## config.mk

```make
export PLATFORM = sky130hd
export DESIGN_NAME = button_debounce_long_press
export DESIGN_NICKNAME = d
export VERILOG_FILES = /design/src/hw/rtl/bdlp_pkg.sv /design/src/hw/rtl/button_debounce_long_press.sv
export SDC_FILE = /design/constraint.sdc
export NUM_CORES = 1
export LEC_CHECK = 0
export BUFFER_PORTS_ARGS = -buffer_cell sky130_fd_sc_hd__clkbuf_2
export CAP_MARGIN = 10
export CORE_MARGIN = 2
export CORE_UTILIZATION = 55
export CTS_BUF_LIST = sky130_fd_sc_hd__clkbuf_2 sky130_fd_sc_hd__clkbuf_4 sky130_fd_sc_hd__clkbuf_8
export CTS_CLUSTER_SIZE = 12
export DETAILED_ROUTE_END_ITERATION = 12
export PLACE_DENSITY_LB_ADDON = 0.3
export SLEW_MARGIN = 20
export SYNTH_ARGS = -nofsm -noshare
export SYNTH_HDL_FRONTEND = slang
export SYNTH_SLANG_ARGS = --single-unit
```

## constraint.sdc

```tcl
create_clock -name clk -period 6.45 [get_ports clk]
set_input_delay 0.9675 -clock clk [delete_from_list [all_inputs] [get_ports clk]]
set_output_delay 0.9675 -clock clk [all_outputs]
set_load 0.03 [all_outputs]
```

## src/hw/rtl/bdlp_pkg.sv

```systemverilog
// Package for the push-button debouncer with long-press detection.
// Holds register indexes, reset values, event codes and default widths.
// No dependencies.
`default_nettype none

package bdlp_pkg;

  localparam int COUNT_WIDTH_DEF = 16;

  // configuration port
  localparam int CFG_INDEX_W = 2;
  localparam int CFG_DATA_W  = 16;
  localparam int MS_W        = 16;

  localparam logic [CFG_INDEX_W-1:0] REG_DEBOUNCE_MS         = 2'd0;
  localparam logic [CFG_INDEX_W-1:0] REG_LONG_PRESS_MS       = 2'd1;
  localparam logic [CFG_INDEX_W-1:0] REG_LONG_RELEASE_ENABLE = 2'd2;

  localparam logic [MS_W-1:0] DEBOUNCE_MS_RST   = 16'd50;
  localparam logic [MS_W-1:0] LONG_PRESS_MS_RST = 16'd1000;

  // button levels (active low)
  localparam logic LEVEL_PRESSED  = 1'b0;
  localparam logic LEVEL_RELEASED = 1'b1;

  localparam int EVENT_W = 3;

  typedef enum logic [EVENT_W-1:0] {
    EV_NONE         = 3'd0,
    EV_PRESS        = 3'd1,
    EV_RELEASE      = 3'd2,
    EV_LONG_RELEASE = 3'd3,
    EV_LONG_HOLD    = 3'd4
  } event_t;

endpackage

`default_nettype wire

```

## src/hw/rtl/button_debounce_long_press.sv

```systemverilog
// Top level of the push-button debouncer with long-press detection.
// Depends on bdlp_pkg for register indexes, reset values and event codes.
//
//  channel | direction | handshake             | payload
//  --------+-----------+-----------------------+-------------------------------
//  in      | input     | in_valid / in_stall   | button_level
//  out     | output    | out_valid / out_stall | event_res, debounced_level
//  cfg     | input     | cfg_valid / cfg_ready | cfg_index, cfg_data
//
// One tick per cycle while in_stall is low: each accepted beat updates the debounce
// state and loads the output register in the same cycle.
// The single output register sets the rate; in_stall rises only while that
// register is full and out_stall holds it.
// Reset clears the state to released with zero counters and restores the
// register reset values. cfg_ready is always high.
`default_nettype none

module button_debounce_long_press
  import bdlp_pkg::*;
#(
  parameter int COUNT_WIDTH = COUNT_WIDTH_DEF
) (
  input  wire logic                   clk,
  input  wire logic                   rst,
  input  wire logic                   in_valid,
  output logic                        in_stall,
  input  wire logic                   button_level,
  output logic                        out_valid,
  input  wire logic                   out_stall,
  output logic [EVENT_W-1:0]          event_res,
  output logic                        debounced_level,
  input  wire logic                   cfg_valid,
  output logic                        cfg_ready,
  input  wire logic [CFG_INDEX_W-1:0] cfg_index,
  input  wire logic [CFG_DATA_W-1:0]  cfg_data
);

  localparam int CMP_W = (COUNT_WIDTH > MS_W) ? COUNT_WIDTH : MS_W;
  localparam logic [COUNT_WIDTH-1:0] CNT_MAX = {COUNT_WIDTH{1'b1}};

  // configuration registers
  logic [MS_W-1:0] debounce_ms;
  logic [MS_W-1:0] long_press_ms;
  logic            long_release_enable;

  // debounce state
  logic                   raw_level;
  logic                   stable_level;
  logic [COUNT_WIDTH-1:0] ticks_since_change;
  logic [COUNT_WIDTH-1:0] ticks_since_press;
  logic                   long_hold_reported;

  logic                   raw_level_next;
  logic                   stable_level_next;
  logic [COUNT_WIDTH-1:0] ticks_since_change_next;
  logic [COUNT_WIDTH-1:0] ticks_since_press_next;
  logic                   long_hold_reported_next;
  event_t                 event_next;

  // output register
  event_t event_q;
  logic   debounced_q;

  logic in_fire;
  logic level_ok;
  logic is_long;
  logic [COUNT_WIDTH-1:0] tsc_inc;
  logic [COUNT_WIDTH-1:0] tsp_inc;

  assign cfg_ready = 1'b1;
  assign in_stall  = out_valid & out_stall;
  assign in_fire   = in_valid & ~in_stall;

  assign event_res       = event_q;
  assign debounced_level = debounced_q;

  always_comb begin
    tsc_inc = (ticks_since_change == CNT_MAX) ? ticks_since_change
                                              : ticks_since_change + 1'b1;
    tsp_inc = (ticks_since_press == CNT_MAX) ? ticks_since_press
                                             : ticks_since_press + 1'b1;

    raw_level_next          = button_level;
    ticks_since_change_next = (button_level != raw_level) ? '0 : tsc_inc;
    ticks_since_press_next  = tsp_inc;
    long_hold_reported_next = long_hold_reported;
    stable_level_next       = stable_level;
    event_next              = EV_NONE;

    level_ok = CMP_W'(ticks_since_change_next) > CMP_W'(debounce_ms);
    is_long  = CMP_W'(tsp_inc) > CMP_W'(long_press_ms);

    if (level_ok) begin
      stable_level_next = button_level;
      if (stable_level == LEVEL_RELEASED && button_level == LEVEL_PRESSED) begin
        event_next              = EV_PRESS;
        long_hold_reported_next = 1'b0;
        ticks_since_press_next  = '0;
      end else if (stable_level == LEVEL_PRESSED &&
                   button_level == LEVEL_RELEASED) begin
        event_next = (long_release_enable && is_long) ? EV_LONG_RELEASE : EV_RELEASE;
      end else if (stable_level == LEVEL_PRESSED && !long_hold_reported && is_long) begin
        // held press: report long hold once
        event_next              = EV_LONG_HOLD;
        long_hold_reported_next = 1'b1;
      end
    end
  end

  always_ff @(posedge clk) begin
    if (rst) begin
      debounce_ms         <= DEBOUNCE_MS_RST;
      long_press_ms       <= LONG_PRESS_MS_RST;
      long_release_enable <= 1'b0;
    end else if (cfg_valid && cfg_ready) begin
      unique case (cfg_index)
        REG_DEBOUNCE_MS:         debounce_ms         <= cfg_data;
        REG_LONG_PRESS_MS:       long_press_ms       <= cfg_data;
        REG_LONG_RELEASE_ENABLE: long_release_enable <= cfg_data[0];
        default: ;
      endcase
    end
  end

  always_ff @(posedge clk) begin
    if (rst) begin
      raw_level          <= LEVEL_RELEASED;
      stable_level       <= LEVEL_RELEASED;
      ticks_since_change <= '0;
      ticks_since_press  <= '0;
      long_hold_reported <= 1'b0;
      out_valid          <= 1'b0;
    end else begin
      if (in_fire) begin
        raw_level          <= raw_level_next;
        stable_level       <= stable_level_next;
        ticks_since_change <= ticks_since_change_next;
        ticks_since_press  <= ticks_since_press_next;
        long_hold_reported <= long_hold_reported_next;
        out_valid          <= 1'b1;
      end else if (!out_stall) begin
        // drop the beat once taken
        out_valid <= 1'b0;
      end
    end
  end

  // payload holds while stalled, since in_fire is low then
  always_ff @(posedge clk) begin
    if (in_fire) begin
      event_q     <= event_next;
      debounced_q <= stable_level_next;
    end
  end

endmodule

`default_nettype wire
```

==> reports/results.txt, run 1 <==
outcome: finished clean
H-tree lvl count: 3
first-pass GRT wire length: 17400 um
RR Startpoint: ticks_since_change[7]
diode count: 0
Pleak: 1.95 nW
synthesized instance count: 550
final hold vios: 0
crit path from: ticks_since_change[7]
I/O pins: 31
ratio of final minimum period to clock period: 0.587
largest net degree at the start of global routing: 47
CP arrival: 3.90 ns
Via-to-Cell Ratio: 6.05
Starting Density: 0.572
GRT Util Overall: 0.253
initial antenna violation count: 0
WL/cell: 16.1 um
Synth cell types: 58
Post-synth EDFFs: 4
Async SR Flop Fraction: 0
Post-CTS Resized: 0
most frequent cells in the layout: nand2_1, dfxtp_1, a21oi_1
Worst-Margin Slew: 1.06 ns
Synth Flop Type: dfxtp_1
Net Count, Synth: 608
Layout fillers: 691
vias: 4053
Final setup viols: 0
Setup TNS: 0 ns
CP Cell Sequence: nand4_2, nor3_1, nor3b_2, xnor2_1, a21oi_1, ha_1, nand4_1, a2111o_1, a31oi_1, mux2_2
CTS buffer count: 9
Worst slew margin: 0.289
post-synthesis register bit count: 73
worst hold start: long_press_ms[14]
startpoint types: flop
Final Net Count: 622
layout cells sized above 1: 0.118
Std-Cell Rows: 32
cts hold-fix bufs: 0
slowest CP cell: dfxtp_1
Overflow after GRT: 0
DR iter-0 viols: 225
vias in the first global route: 3747
CP max stage delay: 0.51 ns
drt drc: 0
worst min path class: reg2reg
clock root cell: clkbuf_8
DP Wirelength: 7900 um
cell family with most CP delay: simple AND/OR/NAND/NOR gates
Die ar.: 8820 um^2
GP Congestion: 0.958
CTS tree: done
post-route antenna net violation count: 0
sequential area share after synthesis: 0.338
Cell Area, Synth: 4440 um^2
Final min period: 3.79 ns
die extent in x: 93.9 um
cell taking the most area after synthesis: dfxtp_1
drt pass-1 iters: 6
R2R setup slack: 2.66 ns
Pins Over Slew Limit: 0
synth top area cells: dfxtp_1, ha_1, nand2_1
final wirelength: 10800 um
Setup Buffers After CTS: 0
Yosys warnings: 0
WP data required: 6.56 ns
Die Ht: 93.9 um
Clock Skews: 0.00944 ns
clk_lat worst skew: 0.36 ns
Syn Area/Cell: 8.08 um^2
Setup Crit Path Kind: reg2reg
clk sinks: 73
hold_ws: 0.463 ns
max_cap viols: 0
unrepaired setup endpoints after global routing: false
Max clock buf depth: 2
Buffers & Inverters on Critical Path: 0
CTS clk-pin slew, worst paths: 0.08 ns
Max VDD drop: 0.138 mV
PD cells: 211 nW/um^2
Crit. End Element: flop
Critical Path Fanout Max: 9
Area growth, synth to finish: 7.52%
Synth top area share: 0.311
max frequency: 0.264 GHz
most common cell after layout, fill and taps aside: nand2_1
core area: 7770 um^2
I/O Buffers: 29
[Yosys cell counts (all sizes together), types with 2 or more instances]
cell	count
a31o	3
a21oi	52
a22oi	2
clkbuf	20
nand3b	2
a211oi	4
a21o	2
nand4	20
o211ai	6
xnor2	13
nor4	9
a41oi	5
nor3b	4
and3b	2
dfxtp	69
o21ai	21
a2111o	2
nor2b	3
nand3	23
mux2	4
o21a	2
xor2	11
or3	5
nor2	46
buf	7
and2	3
nor3	11
nand2	82
ha	34
a31oi	11
edfxtp	4
and4	3
a32o	9
inv	40
mux2i	3
and3	6
[stage by stage]
step | power, mW | worst slack, ns | util | instances | area [um^2]
after global routing | 1.04 | 2.29 | 0.615 | 670 | 4780
final | 1.01 | 2.66 | 0.615 | 670 | 4780
after global placement | 0.571 | 2.85 | 0.585 | 655 | 4540
after CTS | 1.02 | 2.70 | 0.615 | 670 | 4780
after detailed placement | 0.574 | 2.73 | 0.585 | 655 | 4540
after floorplan | 0.547 | 2.71 | - | 550 | 4440
[where the power goes]
| group | total [mW] | switching [mW] | internal [mW] |
|---|---|---|---|
| clock network | 0.445 | 0.188 | 0.257 |
| registers | 0.472 | 0.00716 | 0.465 |
| logic | 0.0921 | 0.0626 | 0.0295 |
[path summary, 6_finish.rpt]
check / end / cells after the start
setup / recovery: debounced_level / 10
hold / removal: long_press_ms[14] / 2
setup reg to reg: debounced_level / 10
hold reg to reg: long_press_ms[14] / 2
[tightest hold or removal path, cell delays in order, from the launching register on]
cell and delay (ns):
dfxtp_1 0.32, nand2_1 0.05, a21oi_1 0.05
[routing by layer]
layer	up-vias	part of all wire	track usage	wire, um
met5	-	0	0	0
met4	0	0.037	0.150	402
met3	35	0.047	0.0401	510
met2	117	0.48	0.417	5140
met1	1914	0.44	0.312	4710
li1	1987	-	-	-
[cell type report]
cell class,instances,area [um^2],area share
clock inverters,6,114,0.0238
flip-flops and latches,73,1500,0.314
well taps,102,128,0.0267
clock buffers,9,124,0.0259
multi-input cells,409,2610,0.545
inverters,41,154,0.0322
repair buffers,30,153,0.0319
[state kept, by name (all words and copies together) (netlist names)]
| signal | flops |
|---|---|
| debounce_ms | 16 |
| long_press_ms | 16 |
| ticks_since_change | 16 |
| ticks_since_press | 16 |
| event_res | 3 |
| debounced_level | 1 |
| long_hold_reported | 1 |
| long_release_enable | 1 |
| out_valid | 1 |
| raw_level | 1 |
| stable_level | 1 |
[cell families after synthesis]
group	Yosys count	share of synthesized area
adder cells (fa/ha/maj)	34	0.0957
buffers and inverters	68	0.0760
flip-flops	73	0.338
XOR/XNOR	24	0.0473
AND/OR/NAND/NOR	220	0.249
AO/OA/AOI/OAI	123	0.176
multiplexers	7	0.0169
other	1	0.000844
Power figures use the tool's default switching activity.
==> run 2: changes to the inputs <==
ABC_AREA = 1   (was not set)
clock period = 3.4 ns   (was 6.45 ns; I/O delays follow)
==> run 2 against run 1 <==
Global-route usage increased by 0.18 points. Cell area increased by 2.0%. Maximum frequency increased by 21%. First-iteration DRC count increased by 8.0%. Critical endpoint unchanged.
==> reports/results.txt, run 2 <==
outcome: finished clean (unchanged)
Setup Crit Path Kind: reg2reg (unchanged)
leading cell type by number of instances after synthesis: nand2_1 (unchanged)
register area: 1500 um^2 (unchanged)
final hold vios: 0 (unchanged)
vias: 4210 (was 4053)
max_cap viols: 0 (unchanged)
final core utilization: 0.624 (was 0.615)
clk_lat worst skew: 0.36 ns (about the same)
CP arrival: 3.24 ns (was 3.90 ns)
largest net degree at the start of global routing: 53 (was 47)
startpoint types: flop (unchanged)
post-synthesis register bit count: 73 (unchanged)
H-tree lvl count: 3 (unchanged)
Final Net Count: 718 (was 622)
drt pass-1 iters: 8 (was 6)
vias in the first global route: 3806 (was 3747)
WP data required: 3.51 ns (was 6.56 ns)
unrepaired setup endpoints after global routing: false (unchanged)
Post-Place Cell Area: 4680 um^2 (was 4540 um^2)
Syn Area/Cell: 7.00 um^2 (was 8.08 um^2)
first-pass GRT wire length: 17900 um (was 17400 um)
total chip power: 1.95 mW (was 1.01 mW)
Max clock buf depth: 2 (unchanged)
Max VDD drop: 0.231 mV (was 0.138 mV)
CTS tree: done (unchanged)
DP Cell Count: 751 (was 655)
Die Ht: 94.1 um (was 93.9 um)
Starting Density: 0.572 (about the same)
Worst-Margin Slew: 0.785 ns (was 1.06 ns)
Net Count, Synth: 696 (was 608)
diode count: 0 (unchanged)
Yosys warnings: 0 (unchanged)
synth cell count leaders: nand2_1, inv_1, dfxtp_1, a21oi_1, o21ai_0 (was nand2_1, dfxtp_1, a21oi_1, nor2_1, inv_1)
Die ar.: 8850 um^2 (was 8820 um^2)
Area growth, synth to finish: 9.22% (was 7.52%)
max frequency: 0.320 GHz (was 0.264 GHz)
cell taking the most area after synthesis: dfxtp_1 (unchanged)
final instance area: 4870 um^2 (was 4780 um^2)
Critical Path Fanout Max: 13 (was 9)
worst min path class: in2reg (was reg2reg)
final wirelength: 10600 um (was 10800 um)
Std-Cell Rows: 32 (unchanged)
CTS buffer count: 9 (unchanged)
synthesized instance count: 638 (was 550)
Async SR Flop Fraction: 0 (unchanged)
Final setup viols: 0 (unchanged)
die extent in x: 94.1 um (was 93.9 um)
PD cells: 400 nW/um^2 (was 211 nW/um^2)
drt drc: 0 (unchanged)
I/O Buffers: 29 (unchanged)
ratio of final minimum period to clock period: 0.920 (was 0.587)
cts hold-fix bufs: 0 (unchanged)
Worst slew margin: 0.475 (was 0.289)
WL/cell: 13.8 um (was 16.1 um)
Synth cell types: 38 (was 58)
DP Wirelength: 7770 um (was 7900 um)
Clock Skews: 0.0132 ns (was 0.00944 ns)
most frequent cells in the layout: nand2_1, inv_1, dfxtp_1 (was nand2_1, dfxtp_1, a21oi_1)
GRT Util Overall: 0.255 (was 0.253)
Pins Over Slew Limit: 0 (unchanged)
GP Congestion: 0.886 (was 0.958)
synth top area cells: dfxtp_1, nand2_1, ha_1 (was dfxtp_1, ha_1, nand2_1)
Crit. End Element: flop (unchanged)
core area: 7810 um^2 (was 7770 um^2)
sequential area share after synthesis: 0.336 (was 0.338)
post-route insts no fill: 766 (was 670)
Synth Flop Type: dfxtp_1 (unchanged)
clock root cell: clkbuf_8 (unchanged)
Overflow after GRT: 0 (unchanged)
Setup Buffers After CTS: 0 (unchanged)
Synth top area share: 0.310 (was 0.311)
initial antenna violation count: 0 (unchanged)
Via-to-Cell Ratio: 5.50 (was 6.05)
Cell Area, Synth: 4460 um^2 (was 4440 um^2)
Setup TNS: 0 ns (unchanged)
CTS clk-pin slew, worst paths: 0.09 ns (was 0.08 ns)
Layout fillers: 738 (was 691)
Post-CTS Resized: 0 (unchanged)
Post-synth EDFFs: 4 (unchanged)
most common cell after layout, fill and taps aside: nand2_1 (unchanged)
layout cells sized above 1: 0.117 (was 0.118)
post-route antenna net violation count: 0 (unchanged)
I/O pins: 31 (unchanged)
Pleak: 2.31 nW (was 1.95 nW)
DR iter-0 viols: 243 (was 225)
area of the multi-input gates: 2490 um^2 (was 2610 um^2)
clk sinks: 73 (unchanged)
Final min period: 3.13 ns (was 3.79 ns)
## run 2: changes by cell type after synthesis, moves of 11 or more
| cell | before | now |
|---|---|---|
| a21oi_1 | 51 | 67 |
| a31oi_1 | 11 | 0 |
| inv_1 | 40 | 97 |
| nand2_1 | 81 | 134 |
| nand3_1 | 23 | 41 |
| o21ai_0 | 20 | 50 |
## run 2: cells by family after synthesis
group	count (synthesis)	synth area share
other cells	1	0.000840
fa+ha+maj	34	0.0953
flops	73	0.336
simple gates	254	0.259
xor+xnor	15	0.0294
compound gates	139	0.173
buf+inv	122	0.106
## run 2: final cells by class
type	instances	area share
Multi-Input combinational cell	443	0.512
Sequential cell	73	0.308
Inverter	98	0.0755
Timing Repair Buffer	35	0.0390
Tap cell	102	0.0262
Clock buffer	9	0.0254
Clock inverter	6	0.0141
## run 2: report_power, final
group	switching, mW	internal (mW)
Clock	0.359	0.339
Combinational	0.210	0.106
Sequential	0.0279	0.907
## run 2: critical path: stages (launching register included)
cell and delay [ns]:
dfxtp_1 0.38, ha_1 0.23, nand2_1 0.11, nor2_4 0.16
nand2_2 0.10, nor2_4 0.12, nand2_2 0.20, a21o_1 0.26
nand3_2 0.08, inv_1 0.05, ha_1 0.28, nand2_1 0.07
nor2_1 0.11, nand2_1 0.08, nor2_1 0.10, nand2_1 0.06
nand4_1 0.09, nand2_1 0.17, o21a_1 0.21
## run 2: stage by stage
stage	hold slack, ns	setup WS [ns]
2_1_floorplan	0.424	0.506
3_3_place_gp	0.438	0.488
3_5_place_dp	0.445	0.362
4_1_cts	0.372	0.310
5_1_grt	0.374	0.0126
6_report	0.378	0.274
## run 2: final timing paths
path / start / to / slack [ns] / cells past startpoint
worst min-delay path: cfg_data[3] / long_press_ms[3] / 0.38 / 3
worst max register to register: ticks_since_change[1] / debounced_level / 0.27 / 18
worst min register to register: long_hold_reported / long_hold_reported / 0.46 / 2
worst max-delay path: ticks_since_change[1] / debounced_level / 0.27 / 18
## run 2: metal layers
metal / GRT usage / part of all wire / vias up
met3: 0.0498 / 0.051 / 15
met5: 0 / 0 / -
met4: 0.0725 / 0.017 / 0
met1: 0.347 / 0.46 / 1958
li1: - / - / 2130
met2: 0.413 / 0.47 / 107
==> run 3: changes to the inputs <==
ABC_AREA = not set   (was 1)
clock period = 3.95 ns   (was 3.4 ns; I/O delays follow)
==> run 3 against run 2 <==
Non-clock buffer count increased by 2. Register-to-register slack improved by 0.09 ns. Critical path depth decreased by 8. Largest cell class unchanged. Final cell count decreased by 11%. Sequential power decreased by 18%. Count of clock-buffer cells in the layout increased by 1. First-iteration DRC count decreased by 23%. Core utilization decreased by 0.13 points.
==> reports/results.txt, run 3 (synthesis gave the netlist of run 1 again) <==
Final setup viols: 0 (unchanged)
Max clock buf depth: 2 (unchanged)
R2R setup slack: 0.37 ns (was 0.27 ns)
Post-Place Cell Area: 4590 um^2 (was 4680 um^2)
final instance area: 4840 um^2 (was 4870 um^2)
GRT Util Overall: 0.253 (was 0.255)
PD cells: 329 nW/um^2 (was 400 nW/um^2)
most common cell after layout, fill and taps aside: nand2_1 (unchanged)
vias: 3993 (was 4210)
Final Net Count: 629 (was 718)
max frequency: 0.279 GHz (was 0.320 GHz)
clk sinks: 73 (unchanged)
max_cap viols: 0 (unchanged)
diode count: 0 (unchanged)
DP Wirelength: 8040 um (was 7770 um)
cell family with most CP delay: simple AND/OR/NAND/NOR gates (unchanged)
ratio of final minimum period to clock period: 0.907 (was 0.920)
Std-Cell Rows: 32 (unchanged)
DR iter-0 viols: 186 (was 243)
startpoint types: flop (unchanged)
final hold vios: 0 (unchanged)
die extent in x: 93.9 um (was 94.1 um)
worst min path class: reg2reg (was in2reg)
outcome: finished clean (unchanged)
Final min period: 3.58 ns (was 3.13 ns)
Area growth, synth to finish: 8.90% (was 9.22%)
core area: 7770 um^2 (was 7810 um^2)
final wirelength: 10600 um (about the same)
vias in the first global route: 3754 (was 3806)
GP Congestion: 0.867 (was 0.886)
Max VDD drop: 0.265 mV (was 0.231 mV)
Worst slew margin: 0.486 (was 0.475)
first-pass GRT wire length: 17500 um (was 17900 um)
total chip power: 1.59 mW (was 1.95 mW)
Setup Crit Path Kind: reg2reg (unchanged)
Critical Path Fanout Max: 9 (was 13)
Crit. End Element: flop (unchanged)
CTS clk-pin slew, worst paths: 0.08 ns (was 0.09 ns)
Clock Skews: 0.0132 ns (about the same)
I/O pins: 31 (unchanged)
most frequent cells in the layout: nand2_1, dfxtp_1, a21oi_1 (was nand2_1, inv_1, dfxtp_1)
largest net degree at the start of global routing: 27 (was 53)
CP arrival: 3.69 ns (was 3.24 ns)
Pleak: 1.98 nW (was 2.31 nW)
CTS buffer count: 9 (unchanged)
layout cells sized above 1: 0.135 (was 0.117)
drt drc: 0 (unchanged)
slowest CP cell: dfxtp_1 (unchanged)
Via-to-Cell Ratio: 5.89 (was 5.50)
Overflow after GRT: 0 (unchanged)
initial antenna violation count: 0 (unchanged)
H-tree lvl count: 3 (unchanged)
I/O Buffers: 29 (unchanged)
Buffers & Inverters on Critical Path: 0 (was 1)
cts hold-fix bufs: 0 (unchanged)
Worst-Margin Slew: 0.768 ns (was 0.785 ns)
unrepaired setup endpoints after global routing: false (unchanged)
Die Ht: 93.9 um (was 94.1 um)
WP data required: 4.06 ns (was 3.51 ns)
Starting Density: 0.572 (about the same)
CP max stage delay: 0.53 ns (was 0.38 ns)
Pins Over Slew Limit: 0 (unchanged)
Die ar.: 8820 um^2 (was 8850 um^2)
Post-CTS Resized: 0 (unchanged)
drt pass-1 iters: 5 (was 8)
Setup TNS: 0 ns (unchanged)
CTS tree: done (unchanged)
final core utilization: 0.623 (was 0.624)
CP Cell Sequence: nand4_4, nor3_2, nor3b_2, xnor2_1, a21oi_1, ha_1, nand4_1, a2111o_1, a31oi_2, mux2_2 (was ha_1, nand2_1, nor2_4, nand2_2, nor2_4, nand2_2, a21o_1, nand3_2, inv_1, ha_1, nand2_1, nor2_1, nand2_1, nor2_1, nand2_1, nand4_1, nand2_1, o21a_1)
clk_lat worst skew: 0.36 ns (about the same)
Setup Buffers After CTS: 0 (unchanged)
post-route antenna net violation count: 0 (unchanged)
WL/cell: 15.7 um (was 13.8 um)
clock root cell: clkbuf_8 (unchanged)
## run 3: changes by cell type in the layout (fill, tap and decap cells not counted), sizes merged, moves of 6 or more
| cell | before | now |
|---|---|---|
| nand2 | 137 | 82 |
| a32o | 0 | 9 |
| xnor2 | 7 | 13 |
| a21oi | 72 | 52 |
| nand4 | 9 | 20 |
| a31oi | 0 | 11 |
| nand3 | 43 | 23 |
| o21ai | 51 | 21 |
| nor4 | 0 | 9 |
| inv | 99 | 41 |
## run 3: final timing paths
check	start	to	cells past startpoint
worst max register to register	ticks_since_change[3]	debounced_level	10
worst max-delay path	ticks_since_change[3]	debounced_level	10
worst min-delay path	long_press_ms[15]	long_press_ms[15]	2
worst min register to register	long_press_ms[15]	long_press_ms[15]	2
## run 3: through the flow
| stage | hold WS, ns | setup slack, ns | cells |
|---|---|---|---|
| global placement | 0.442 | 0.400 | 662 |
| finish | 0.456 | 0.365 | 678 |
| global route | 0.485 | 0.0516 | 678 |
| CTS | 0.454 | 0.199 | 678 |
| floorplan | 0.433 | 0.581 | 550 |
| detailed placement | 0.447 | 0.221 | 662 |
## run 3: metal layers
metal  part of all wire  vias to the layer above  GRT usage
li1                   -                     2003          -
met1               0.43                     1868      0.305
met2               0.49                       91      0.433
met3              0.041                       31     0.0522
met4              0.032                        0      0.111
met5                  0                        -          0
## run 3: final cells by class
type                    instances  area (um^2)
clock buffers                  10          131
fillers                       698         2930
flip-flops and latches         73         1500
repair buffers                 37          205
well taps                     102          128
clock inverters                 6         91.3
inverters                      41          154
multi-input cells             409         2630
## run 3: worst register-to-register path, delay by kind of cell, from the launching register on
kind            cells  cell delay, ns
simple gates        4            1.07
flops               1            0.53
xor+xnor            1            0.17
mux                 1            0.37
fa+ha+maj           1            0.32
compound gates      3            0.88
## run 3: power breakdown
part	internal, mW	total [mW]	switching, mW	leakage [nW]
clock network	0.366	0.661	0.295	0.114
registers	0.759	0.771	0.0117	0.597
logic	0.0540	0.161	0.107	1.27
